<file path="config.mk">
export PLATFORM = sky130hd
export DESIGN_NAME = json_string_unescape_utf8
export DESIGN_NICKNAME = d
export VERILOG_FILES = /design/src/design/jsu_pkg.sv /design/src/design/jsu_decode.sv /design/src/design/jsu_outbuf.sv /design/src/design/json_string_unescape_utf8.sv
export SDC_FILE = /design/constraint.sdc
export NUM_CORES = 1
export LEC_CHECK = 0
export BUFFER_PORTS_ARGS = -buffer_cell sky130_fd_sc_hd__buf_2
export CORE_MARGIN = 2
export CORE_UTILIZATION = 60
export DETAILED_ROUTE_END_ITERATION = 12
export PLACE_DENSITY = 0.88
export SLEW_MARGIN = 20
export SYNTH_ARGS = -nofsm -noshare
export SYNTH_HDL_FRONTEND = slang
export SYNTH_SLANG_ARGS = --single-unit
export TNS_END_PERCENT = 50
</file>
<file path="constraint.sdc">
create_clock -name clk -period 7.9 [get_ports clk]
set_input_delay 0.79 -clock clk [delete_from_list [all_inputs] [get_ports clk]]
set_output_delay 0.79 -clock clk [all_outputs]
set_load 0.05 [all_outputs]
</file>
<file path="src/design/jsu_pkg.sv">
`timescale 1ns / 1ps
// ----------------------------------------------------------------------------
// jsu_pkg
// Shared types and helper functions for the JSON string unescaper.
// ----------------------------------------------------------------------------
package jsu_pkg;

  localparam int unsigned MAX_BYTES = 4;

  typedef struct packed {
    logic [MAX_BYTES-1:0][7:0] bytes;
    logic [2:0]                n;
    logic                      data;
    logic                      done;
  } jsu_emit_t;

  typedef struct packed {
    logic [MAX_BYTES-1:0][7:0] bytes;
    logic [2:0]                n;
  } jsu_utf8_t;

  // Bit 4 set means the character is not a hex digit.
  function automatic logic [4:0] hex_value(input logic [7:0] c);
    logic [4:0] r;
    if (c >= 8'h30 && c <= 8'h39) begin
      r = {1'b0, c[3:0]};
    end else if ((c >= 8'h41 && c <= 8'h46) || (c >= 8'h61 && c <= 8'h66)) begin
      r = {1'b0, c[3:0] + 4'd9};
    end else begin
      r = 5'h10;
    end
    return r;
  endfunction

  function automatic jsu_utf8_t utf8_encode(input logic [20:0] cp);
    jsu_utf8_t r;
    r.bytes = '0;
    if (cp < 21'h80) begin
      r.bytes[0] = cp[7:0];
      r.n        = 3'd1;
    end else if (cp < 21'h800) begin
      r.bytes[0] = {3'b110, cp[10:6]};
      r.bytes[1] = {2'b10, cp[5:0]};
      r.n        = 3'd2;
    end else if (cp < 21'h10000) begin
      r.bytes[0] = {4'b1110, cp[15:12]};
      r.bytes[1] = {2'b10, cp[11:6]};
      r.bytes[2] = {2'b10, cp[5:0]};
      r.n        = 3'd3;
    end else begin
      r.bytes[0] = {5'b11110, cp[20:18]};
      r.bytes[1] = {2'b10, cp[17:12]};
      r.bytes[2] = {2'b10, cp[11:6]};
      r.bytes[3] = {2'b10, cp[5:0]};
      r.n        = 3'd4;
    end
    return r;
  endfunction

endpackage

</file>
<file path="src/design/jsu_decode.sv">
`timescale 1ns / 1ps
// ----------------------------------------------------------------------------
// jsu_decode
// Escape state machine: turns one input byte into up to four output bytes.
// ----------------------------------------------------------------------------
module jsu_decode import jsu_pkg::*; (
  input  logic      clk,
  input  logic      rst_n,
  input  logic      accept,
  input  logic [7:0] in_byte,
  input  logic      in_string_end,
  output jsu_emit_t emit
);

  localparam logic [7:0] CH_BSLASH = 8'h5C;
  localparam logic [7:0] CH_U      = 8'h75;
  localparam logic [7:0] CH_B      = 8'h62;
  localparam logic [7:0] CH_F      = 8'h66;
  localparam logic [7:0] CH_N      = 8'h6E;
  localparam logic [7:0] CH_R      = 8'h72;
  localparam logic [7:0] CH_T      = 8'h74;

  typedef enum logic [5:0] {
    MODE_PLAIN   = 6'b000001,
    MODE_ESC     = 6'b000010,
    MODE_HEX1    = 6'b000100,
    MODE_WANT_BS = 6'b001000,
    MODE_WANT_U  = 6'b010000,
    MODE_HEX2    = 6'b100000
  } mode_t;

  mode_t       mode_r, mode_nxt;
  logic [15:0] acc_r, acc_nxt;
  logic [1:0]  cnt_r, cnt_nxt;
  logic        inv_r, inv_nxt;
  logic [9:0]  hh_r, hh_nxt;

  logic [4:0]  hv;
  logic [15:0] acc_upd;
  logic        inv_upd;
  logic [15:0] grp;
  logic        grp_low, grp_high;
  logic [7:0]  esc_byte;
  logic [20:0] cp;
  jsu_utf8_t   enc;
  jsu_emit_t   em;

  assign hv       = hex_value(in_byte);
  assign acc_upd  = hv[4] ? acc_r : {acc_r[11:0], hv[3:0]};
  assign inv_upd  = inv_r | hv[4];
  assign grp      = inv_upd ? 16'h0000 : acc_upd;
  assign grp_low  = (grp >= 16'hDC00) && (grp <= 16'hDFFF);
  assign grp_high = (grp >= 16'hD800) && (grp <= 16'hDBFF);
  assign cp       = (mode_r == MODE_HEX2) ? (21'h10000 + {1'b0, hh_r, grp[9:0]})
                                          : {5'd0, grp};
  assign enc      = utf8_encode(cp);

  always_comb begin
    unique case (in_byte)
      CH_B:    esc_byte = 8'h08;
      CH_F:    esc_byte = 8'h0C;
      CH_N:    esc_byte = 8'h0A;
      CH_R:    esc_byte = 8'h0D;
      CH_T:    esc_byte = 8'h09;
      default: esc_byte = in_byte;
    endcase
  end

  always_comb begin
    mode_nxt = mode_r;
    acc_nxt  = acc_r;
    cnt_nxt  = cnt_r;
    inv_nxt  = inv_r;
    hh_nxt   = hh_r;
    em       = '0;
    em.data  = 1'b1;
    unique case (mode_r)
      MODE_PLAIN: begin
        if (in_byte == CH_BSLASH) begin
          mode_nxt = MODE_ESC;
        end else begin
          em.bytes[0] = in_byte;
          em.n        = 3'd1;
        end
      end
      MODE_ESC: begin
        if (in_byte == CH_U) begin
          mode_nxt = MODE_HEX1;
          acc_nxt  = '0;
          cnt_nxt  = '0;
          inv_nxt  = 1'b0;
        end else begin
          mode_nxt    = MODE_PLAIN;
          em.bytes[0] = esc_byte;
          em.n        = 3'd1;
        end
      end
      MODE_HEX1: begin
        acc_nxt = acc_upd;
        inv_nxt = inv_upd;
        if (cnt_r == 2'd3) begin
          cnt_nxt  = '0;
          mode_nxt = MODE_PLAIN;
          if (grp == 16'h0000 || grp_low) begin
            em.n = 3'd0;
          end else if (grp_high) begin
            hh_nxt   = grp[9:0];
            mode_nxt = MODE_WANT_BS;
          end else begin
            em.bytes = enc.bytes;
            em.n     = enc.n;
          end
        end else begin
          cnt_nxt = cnt_r + 2'd1;
        end
      end
      MODE_WANT_BS: begin
        if (in_byte == CH_BSLASH) begin
          mode_nxt = MODE_WANT_U;
        end else begin
          mode_nxt    = MODE_PLAIN;
          em.bytes[0] = in_byte;
          em.n        = 3'd1;
        end
      end
      MODE_WANT_U: begin
        if (in_byte == CH_U) begin
          mode_nxt = MODE_HEX2;
          acc_nxt  = '0;
          cnt_nxt  = '0;
          inv_nxt  = 1'b0;
        end else begin
          mode_nxt    = MODE_PLAIN;
          em.bytes[0] = esc_byte;
          em.n        = 3'd1;
        end
      end
      MODE_HEX2: begin
        acc_nxt = acc_upd;
        inv_nxt = inv_upd;
        if (cnt_r == 2'd3) begin
          cnt_nxt  = '0;
          mode_nxt = MODE_PLAIN;
          if (grp_low) begin
            em.bytes = enc.bytes;
            em.n     = enc.n;
          end
        end else begin
          cnt_nxt = cnt_r + 2'd1;
        end
      end
      default: begin
        mode_nxt = MODE_PLAIN;
      end
    endcase

    if (in_string_end) begin
      mode_nxt = MODE_PLAIN;
      acc_nxt  = '0;
      cnt_nxt  = '0;
      inv_nxt  = 1'b0;
      hh_nxt   = '0;
      em.done  = 1'b1;
      if (em.n == 3'd0) begin
        em.bytes = '0;
        em.n     = 3'd1;
        em.data  = 1'b0;
      end
    end
  end

  assign emit = em;

  always_ff @(posedge clk) begin
    if (!rst_n) begin
      mode_r <= MODE_PLAIN;
      acc_r  <= '0;
      cnt_r  <= '0;
      inv_r  <= 1'b0;
      hh_r   <= '0;
    end else if (accept) begin
      mode_r <= mode_nxt;
      acc_r  <= acc_nxt;
      cnt_r  <= cnt_nxt;
      inv_r  <= inv_nxt;
      hh_r   <= hh_nxt;
    end
  end

endmodule

</file>
<file path="src/design/jsu_outbuf.sv">
`timescale 1ns / 1ps
// ----------------------------------------------------------------------------
// jsu_outbuf
// Result register that holds the bytes of one request and shifts them out.
// ----------------------------------------------------------------------------
module jsu_outbuf import jsu_pkg::*; (
  input  logic      clk,
  input  logic      rst_n,
  input  logic      in_valid,
  output logic      in_stall,
  input  jsu_emit_t emit,
  output logic      out_valid,
  input  logic      out_stall,
  output logic [7:0] out_byte,
  output logic      out_byte_valid,
  output logic      out_run_last,
  output logic      out_string_done
);

  logic [MAX_BYTES-1:0][7:0] bytes_r, bytes_nxt;
  logic [2:0]                rem_r, rem_nxt;
  logic                      data_r, data_nxt;
  logic                      done_r, done_nxt;
  logic                      busy_r, busy_nxt;
  logic                      take, last, accept, load;

  assign take     = busy_r && !out_stall;
  assign last     = (rem_r == 3'd1);
  assign in_stall = busy_r && !(take && last);
  assign accept   = in_valid && !in_stall;
  assign load     = accept && (emit.n != 3'd0);

  always_comb begin
    bytes_nxt = bytes_r;
    rem_nxt   = rem_r;
    data_nxt  = data_r;
    done_nxt  = done_r;
    busy_nxt  = busy_r;
    if (take) begin
      bytes_nxt = {8'h00, bytes_r[MAX_BYTES-1:1]};
      rem_nxt   = rem_r - 3'd1;
      busy_nxt  = !last;
    end
    if (load) begin
      bytes_nxt = emit.bytes;
      rem_nxt   = emit.n;
      data_nxt  = emit.data;
      done_nxt  = emit.done;
      busy_nxt  = 1'b1;
    end
  end

  always_ff @(posedge clk) begin
    if (!rst_n) begin
      busy_r <= 1'b0;
      rem_r  <= '0;
    end else begin
      busy_r <= busy_nxt;
      rem_r  <= rem_nxt;
    end
  end

  always_ff @(posedge clk) begin
    bytes_r <= bytes_nxt;
    data_r  <= data_nxt;
    done_r  <= done_nxt;
  end

  assign out_valid       = busy_r;
  assign out_byte        = bytes_r[0];
  assign out_byte_valid  = data_r;
  assign out_run_last    = last;
  assign out_string_done = done_r && last;

  a_rem_range: assert property (@(posedge clk) disable iff (!rst_n)
    busy_r |-> (rem_r != 3'd0 && rem_r <= 3'd4))
    else $error("result count out of range while busy");

  a_load_free: assert property (@(posedge clk) disable iff (!rst_n)
    load |-> (!busy_r || (take && last)))
    else $error("result register overwritten before drained");

  a_done_last: assert property (@(posedge clk) disable iff (!rst_n)
    (out_valid && out_string_done) |-> out_run_last)
    else $error("string end flagged on a result that is not the last");

  a_marker: assert property (@(posedge clk) disable iff (!rst_n)
    (out_valid && !out_byte_valid) |-> (out_string_done && out_byte == 8'h00))
    else $error("bare marker outside string end");

  a_drain: assert property (@(posedge clk) disable iff (!rst_n)
    (take && !last) |=> busy_r)
    else $error("result register emptied with bytes left");

endmodule

</file>
<file path="src/design/json_string_unescape_utf8.sv">
`timescale 1ns / 1ps
// ----------------------------------------------------------------------------
// json_string_unescape_utf8
// JSON string body unescaper with UTF-16 escape to UTF-8 transcoding.
//
// Channel   Direction  Handshake            Payload
// in_       input      in_valid/in_stall    in_byte, in_string_end
// out_      output     out_valid/out_stall  out_byte, out_byte_valid,
//                                           out_run_last, out_string_done
//
// An input request is decoded combinationally into one result register.
// A request that yields N bytes occupies the result register until its N bytes
// are taken, so plain text flows at one byte per cycle while out_stall is low.
// Requests that yield nothing are absorbed without occupying the register.
// Reset is synchronous and returns the decoder to plain text mode.
// A stalled output holds its byte, and the input stalls until the last byte
// of the held request is taken.
// ----------------------------------------------------------------------------
module json_string_unescape_utf8 import jsu_pkg::*; (
  input  logic       clk,
  input  logic       rst_n,
  input  logic       in_valid,
  output logic       in_stall,
  input  logic [7:0] in_byte,
  input  logic       in_string_end,
  output logic       out_valid,
  input  logic       out_stall,
  output logic [7:0] out_byte,
  output logic       out_byte_valid,
  output logic       out_run_last,
  output logic       out_string_done
);

  jsu_emit_t emit;
  logic      accept;

  assign accept = in_valid && !in_stall;

  jsu_decode u_decode (
    .clk           (clk),
    .rst_n         (rst_n),
    .accept        (accept),
    .in_byte       (in_byte),
    .in_string_end (in_string_end),
    .emit          (emit)
  );

  jsu_outbuf u_outbuf (
    .clk             (clk),
    .rst_n           (rst_n),
    .in_valid        (in_valid),
    .in_stall        (in_stall),
    .emit            (emit),
    .out_valid       (out_valid),
    .out_stall       (out_stall),
    .out_byte        (out_byte),
    .out_byte_valid  (out_byte_valid),
    .out_run_last    (out_run_last),
    .out_string_done (out_string_done)
  );

endmodule
</file>
### Word level (Yosys, flattened, before mapping)

Index checks and enable logic that the tools add are counted.
Widths: inputs -> output; s select.

| storage, ports and cells | value |
|---|---|
| register bits after elaboration | 73 |
| input bits | 13 |

| cells by class | value |
|---|---|
| $add $sub $neg | 4 |
| $lt $le $gt $ge | 13 |
| eq/ne operators | 20 |
| mux-type cells | 58 |
| bitwise logic cells | 1 |
| reduce and logical (&&, ||, !) cells | 31 |

Operators with widths:

| operator | count |
|---|---|
| $mux 35 | 4 |
| $mux 32 | 3 |
| $mux 16 | 5 |
| $eq 8x7->1 const B | 7 |
| $mux 27 | 2 |
| $mux 10 | 5 |
| $pmux 24 s2 | 1 |
| $pmux 11 s4 | 1 |
| $pmux 8 s5 | 1 |
| $mux 19 | 2 |
| $mux 37 | 1 |
| $mux 36 | 1 |
| $mux 6 | 6 |
| $pmux 6 s6 | 1 |
| $mux 11 | 3 |
| $ge 16x16->1 const B | 2 |
| $le 16x16->1 const B | 2 |
| $pmux 16 s2 | 1 |
| $mux 25 | 1 |
| $mux 24 | 1 |
| $add 17x20->21 const A | 1 |
| $lt 21x12->1 const B | 1 |
| $lt 21x17->1 const B | 1 |
| $lt 21x8->1 const B | 1 |
| other kinds (40) | 73 |

### Depth between registers and ports, before layout

| depth | value |
|---|---|
| word-level depth | 26 |
| gate-level depth with buffers | 12 |
| gate-level depth less buffers | 10 |

### Hierarchy

Synthesis repeated with hierarchy kept, for this count alone.

| second synthesis, totals | value |
|---|---|
| cells, all modules | 494 |
| area, all modules | 4,703.3 µm² |

Modules (own cells, without submodules):

| module | instances | cells an instance | area each (µm²) |
|---|---|---|---|
| jsu_decode | 1 | 384 | 2,894.0 |
| jsu_outbuf | 1 | 109 | 1,795.5 |
| json_string_unescape_utf8 | 1 | 1 | 13.8 |

### Worst setup path before layout

No wires, ideal clock.

| path | value |
|---|---|
| path kind | input to register |
| start | input port in_byte[3] |
| end | register u_outbuf.bytes_r[10] (netlist name), enable pin |
| setup time | 386 ps |
| arrival | 3,314 ps |
| path slack | 4,200 ps |
| cell stages on the path | 9 |
| buffers on the path | 3 |
| cell sequence | buf_2 -> nor4b_4 -> o211ai_2 -> a21o_1 -> or4_4 -> a31o_1 -> buf_6 -> buf_2 -> nand2_1 |

| between the ends | value |
|---|---|
| cells in the longest elaborated chain, start to end | 26 |
| elaborated cells on any way between the ends | 51 |

Ends and longest elaborated chain:

| element | line | RTL |
|---|---|---|
| start: declaration | json_string_unescape_utf8.sv:24 | `input logic [7:0] in_byte,` |
| $ge 8x7->1 or $le 8x7->1 (tied branches) | jsu_pkg.sv:27 | `end else if ((c >= 8'h41 && c <= 8'h46) \|\| (c >= 8'h61 && c <= 8'h66)) begin` |
| $logic_and 1x1->1 | jsu_pkg.sv:27 |  |
| $logic_or 1x1->1 | jsu_pkg.sv:27 |  |
| $mux 5 | jsu_pkg.sv:27 |  |
| $mux 5 | jsu_pkg.sv:25 | `if (c >= 8'h30 && c <= 8'h39) begin` |
| $mux 16 or $or 1x1->1 (tied branches) | jsu_decode.sv:49, jsu_decode.sv:50 |  |
| $mux 16 | jsu_decode.sv:51 | `assign grp = inv_upd ? 16'h0000 : acc_upd;` |
| $add 17x20->21 | jsu_decode.sv:54 | `assign cp = (mode_r == MODE_HEX2) ? (21'h10000 + {1'b0, hh_r, grp[9:0]})` |
| (+10 left out) | - |  |
| $mux 35 | jsu_decode.sv:101 | `if (cnt_r == 2'd3) begin` |
| $pmux 11 s4 (*) | jsu_decode.sv:77 | `unique case (mode_r)` |
| $logic_not 3->1 | jsu_decode.sv:164 | `if (em.n == 3'd0) begin` |
| $mux 36 | jsu_decode.sv:164 |  |
| $mux 37 (*) | jsu_decode.sv:157 | `if (in_string_end) begin` |
| $reduce_bool 3->1 (*) | jsu_outbuf.sv:31 | `assign load = accept && (emit.n != 3'd0);` |
| $logic_and 1x1->1 (*) | jsu_outbuf.sv:31 |  |
| $reduce_bool 2->1 (no line) (*) | - |  |
| end signal: assignment | jsu_outbuf.sv:64 | `bytes_r <= bytes_nxt;` |
| end: declaration | jsu_outbuf.sv:20 | `logic [MAX_BYTES-1:0][7:0] bytes_r, bytes_nxt;` |

Every way passes the cells marked *; elsewhere a longest branch is shown, timed or not. The select of a mux whose other input is x is not followed.
A chain may end at the register's enable or synchronous reset.

### Final worst setup path

| path | value |
|---|---|
| start | input port in_byte[0] |
| end | register u_outbuf.bytes_r[31] (netlist name), enable pin |

The elaborated chain is that of the path after synthesis.

==> flow_summary_export.csv <==
group,metric,value,unit
outcome,outcome,"complete, no violations",
synth,yosysTopAreaCell,"edfxtp_1",
grt,use_met3,0.05905,
clock_network,cts_root_buf,"clkbuf_8",
synth,ys_types,74,
synth,yosysWarnings,0,
clock_network,holdBufCountCts,0,
detailed_routing,firstDrtPassIters,6,
final_layout,fillCellCount,548,
die,die_h,86.84,um
synth,ys_ff_latch,66,
worst_setup_path,worst-setup-path-type,"primary input to flip-flop",
worst_setup_path,rr_worst_depth,7,
die,die_width,86.84,um
synth,synth_top_area_share,0.2261,
detailed_routing,drtIter0Drc,402,
clock_network,clk-insertion-delay-late,350,ps
place,dp_slack,3168,ps
hold_path,min-delay-start,"u_decode.hh_r[0]",
clock_network,ctsResizeCount,0,
grt,antenna_found_initial,0,
clock_network,htree_levels,3,
sta,setup_viol,0,
final_layout,ff_latch_area,1632,sq um
hold_path,min_delay_worst_endpoint,"u_decode.hh_r[0]",
power,leakagePower,1.650,nW
grt,track_usage,0.2853,
worst_setup_path,r2r-end,"u_outbuf.bytes_r[31]",
grt,grt_util_met2,0.4462,
place,port_buffers,25,
place,gp_congestion,0.9409,
job,cap_violations,0,
synth,synth.area.top_cells,"edfxtp_1, dfxtp_1, nand2_1",
clock_network,cts_inserted_buffers,9,
sta,max_freq,246.4,MHz
grt,grt_overflow_total,0,
sta,worstMarginPinSlew,949.0,ps
die,die-area,7541,sq um
grt,grt.met1_usage,0.3945,
sta,hold-worst-slack,466.8,ps
synth,syn_inst,479,
sta,grt_setup_unrepaired,"false",
final_layout,n_antenna_cell,0,
sta,period_share,0.5137,
detailed_routing,ant_nets,0,
clock_network,clk_pin_slew_worst_paths,70,ps
grt,grt_pass1_vias,3403,
die,initial_core_util,0.6128,
grt,grt_max_degree,30,
grt,gr-max-usage-layer,"met2",
worst_setup_path,crit_path_max_fanout,29,
grt,grt_pass1_wl,16.91,mm
final_layout,multi_input_area,2258,sq um
detailed_routing,num_vias,3740,
synth,syn_area_per_cell,8.596,sq um
die,boundaryPins,26,
hold_path,whs_path_depth,2,
synth,async_flop_share,0,
clock_network,clock_path_buffers,2,
die,rows,30,
power,peakVddDrop,0.1045,mV
sta,fin_crit,4058,ps
detailed_routing,wirelength,10.16,mm
final_layout,layout-drive-gt1-share,0.1242,
worst_setup_path,arrival,3970,ps
detailed_routing,viasPerCell,6.550,
place,dp_hpwl,7.241,mm
clock_network,cts_tree,"built",
synth,synth_ff_type,"dfxtp_1",
worst_setup_path,worstPathRequired,7820,ps
sta,fin_skew,9.802,ps
synth,synthesis.nets,500,
worst_setup_path,r2r_start,"u_decode.acc_r[7]",
final_layout,stdcell_count,571,
sta,setup_tns,0,ps
hold_path,hp-class,"flip-flop to flip-flop",
synth,synth-edff-count,31,
place,dp.cells,555,
synth,synth_seq_area_share,0.3962,
power,power.density,191.2,nW/um^2
die,core_area,6719,sq um
sta,hold_viol_final,0,
worst_setup_path,end_kind,"flip-flop",
clock_network,clock-sinks,66,
clock_network,post_cts_buffers,0,
final_layout,layout.nets,507,
worst_setup_path,crit_path_start_kind,"primary input",
sta,fin_ws,3842,ps
final_layout,synthToLayoutAreaGrowth,6.746,%
synth,syn_area,4118,sq um
sta,final_max_slew_viol_count,0,
worst_setup_path,regToRegSetupSlack,4300,ps
detailed_routing,wire_per_inst,17.79,um
detailed_routing,drc,0,
sta,relSlewSlack,0.3673,
-- metrics by stage --
| step | utilization | power, W | instance area, sq um |
|---|---|---|---|
| final | 0.6542 | 0.0008405 | 4395 |
| after global routing | 0.6542 | 0.0008699 | 4395 |
| after CTS | 0.6538 | 0.0008395 | 4393 |
| after detailed placement | 0.6216 | 0.0005322 | 4177 |
| after global placement | 0.6216 | 0.0005277 | 4177 |
| after floorplan | - | 0.0005117 | 4118 |
-- where the power goes --
part	switching, W	internal [W]
combinational	0.0000939	0.0000374
clock	0.000137	0.000177
sequential	0.00000747	0.000388
total	0.000238	0.000603
-- sequential cells by signal, indices dropped and copies added (netlist names) --
register                 count
u_decode.acc_r              12
u_outbuf.done_r              1
u_decode.mode_r              6
u_outbuf.out_byte            8
u_outbuf.out_byte_valid      1
u_decode.cnt_r               2
u_decode.hh_r               10
u_outbuf.out_valid           1
u_decode.inv_r               1
u_outbuf.bytes_r            21
u_outbuf.rem_r               3
-- cells by family after synthesis --
logic type                 after synthesis  share of synthesized area
and+or+nand+nor                        207                     0.2641
AOI/OAI and AO/OA                      142                     0.2306
DFF                                     66                     0.3962
buffers and inverters                   44                    0.05591
muxes                                    8                    0.02036
adders and majority gates                8                    0.02431
xor gates and xnor gates                 4                   0.008510
-- critical path, stage by stage --
cell,delay [ps]
buf_2,160
inv_1,120
ha_1,250
nand2_1,90
nor4_1,500
o22ai_1,350
o31ai_1,270
a31o_1,770
nand2_2,670
-- routing by layer --
layer	part of all wire	routed length (um)
met2	0.46	4710
met4	0.019	191
met1	0.43	4393
met5	0	0
met3	0.085	864
-- synthesized netlist by cell type (3+ instances only) --
cell      instances
nand4b_1          3
nand2b_1          5
or3_1             3
a22oi_1          17
and3_1            6
a22o_1            7
buf_2             7
mux2_2            3
xor2_1            3
nor2_1           49
nand3b_1          4
o21ai_0          26
ha_1              8
dfxtp_1          35
nor4_1            6
or2_2             4
o22ai_1           6
edfxtp_1         31
inv_1            13
clkbuf_1         11
nand2_1          61
nand3_1           9
buf_6             3
o221ai_1          3
nor2b_1          20
mux2i_1           5
a31oi_1           9
or4_1             4
buf_4             9
and2_1            8
a21o_1            7
nor3_1            4
o21ai_1           9
nand4_1           6
a21oi_1          27
-- final cells by class --
type,instances,area share
sequential,66,0.3712
inverter,13,0.01110
multi-input combinational,369,0.5138
timing repair buffer,27,0.03188
clock inverter,7,0.02106
tap,80,0.02277
clock buffer,9,0.02818
-- layout by cell type (no fill, tap or decap), types with 4 or more instances in the layout --
cell,count
nand2_1,60
nor2_1,49
dfxtp_1,35
edfxtp_1,31
a21oi_1,27
o21ai_0,26
buf_2,25
nor2b_1,20
a22oi_1,17
inv_1,13
nand3_1,9
a31oi_1,9
o21ai_1,9
clkbuf_8,9
and2_1,8
ha_1,8
a21o_1,7
a22o_1,7
nor4_1,6
o22ai_1,6
nand4_1,6
and3_1,6
nand2b_1,5
mux2i_1,5
or2_2,4
nand3b_1,4
or4_1,4
nor3_1,4
-- worst max-delay path by stage --
stage	startpoint	to	slack, ps	cells after the start
6_report	in_byte[0]	u_outbuf.bytes_r[31]	3840	9
5_1_grt	in_byte[1]	u_outbuf.bytes_r[25]	3600	9
4_1_cts	in_byte[0]	u_outbuf.bytes_r[25]	3570	9
3_5_place_dp	in_byte[0]	u_outbuf.bytes_r[25]	3170	9
3_3_place_gp	in_byte[0]	u_outbuf.bytes_r[21]	3400	9
2_1_floorplan	in_byte[3]	u_outbuf.bytes_r[10]	4200	9
Power figures use the tool's default switching activity.
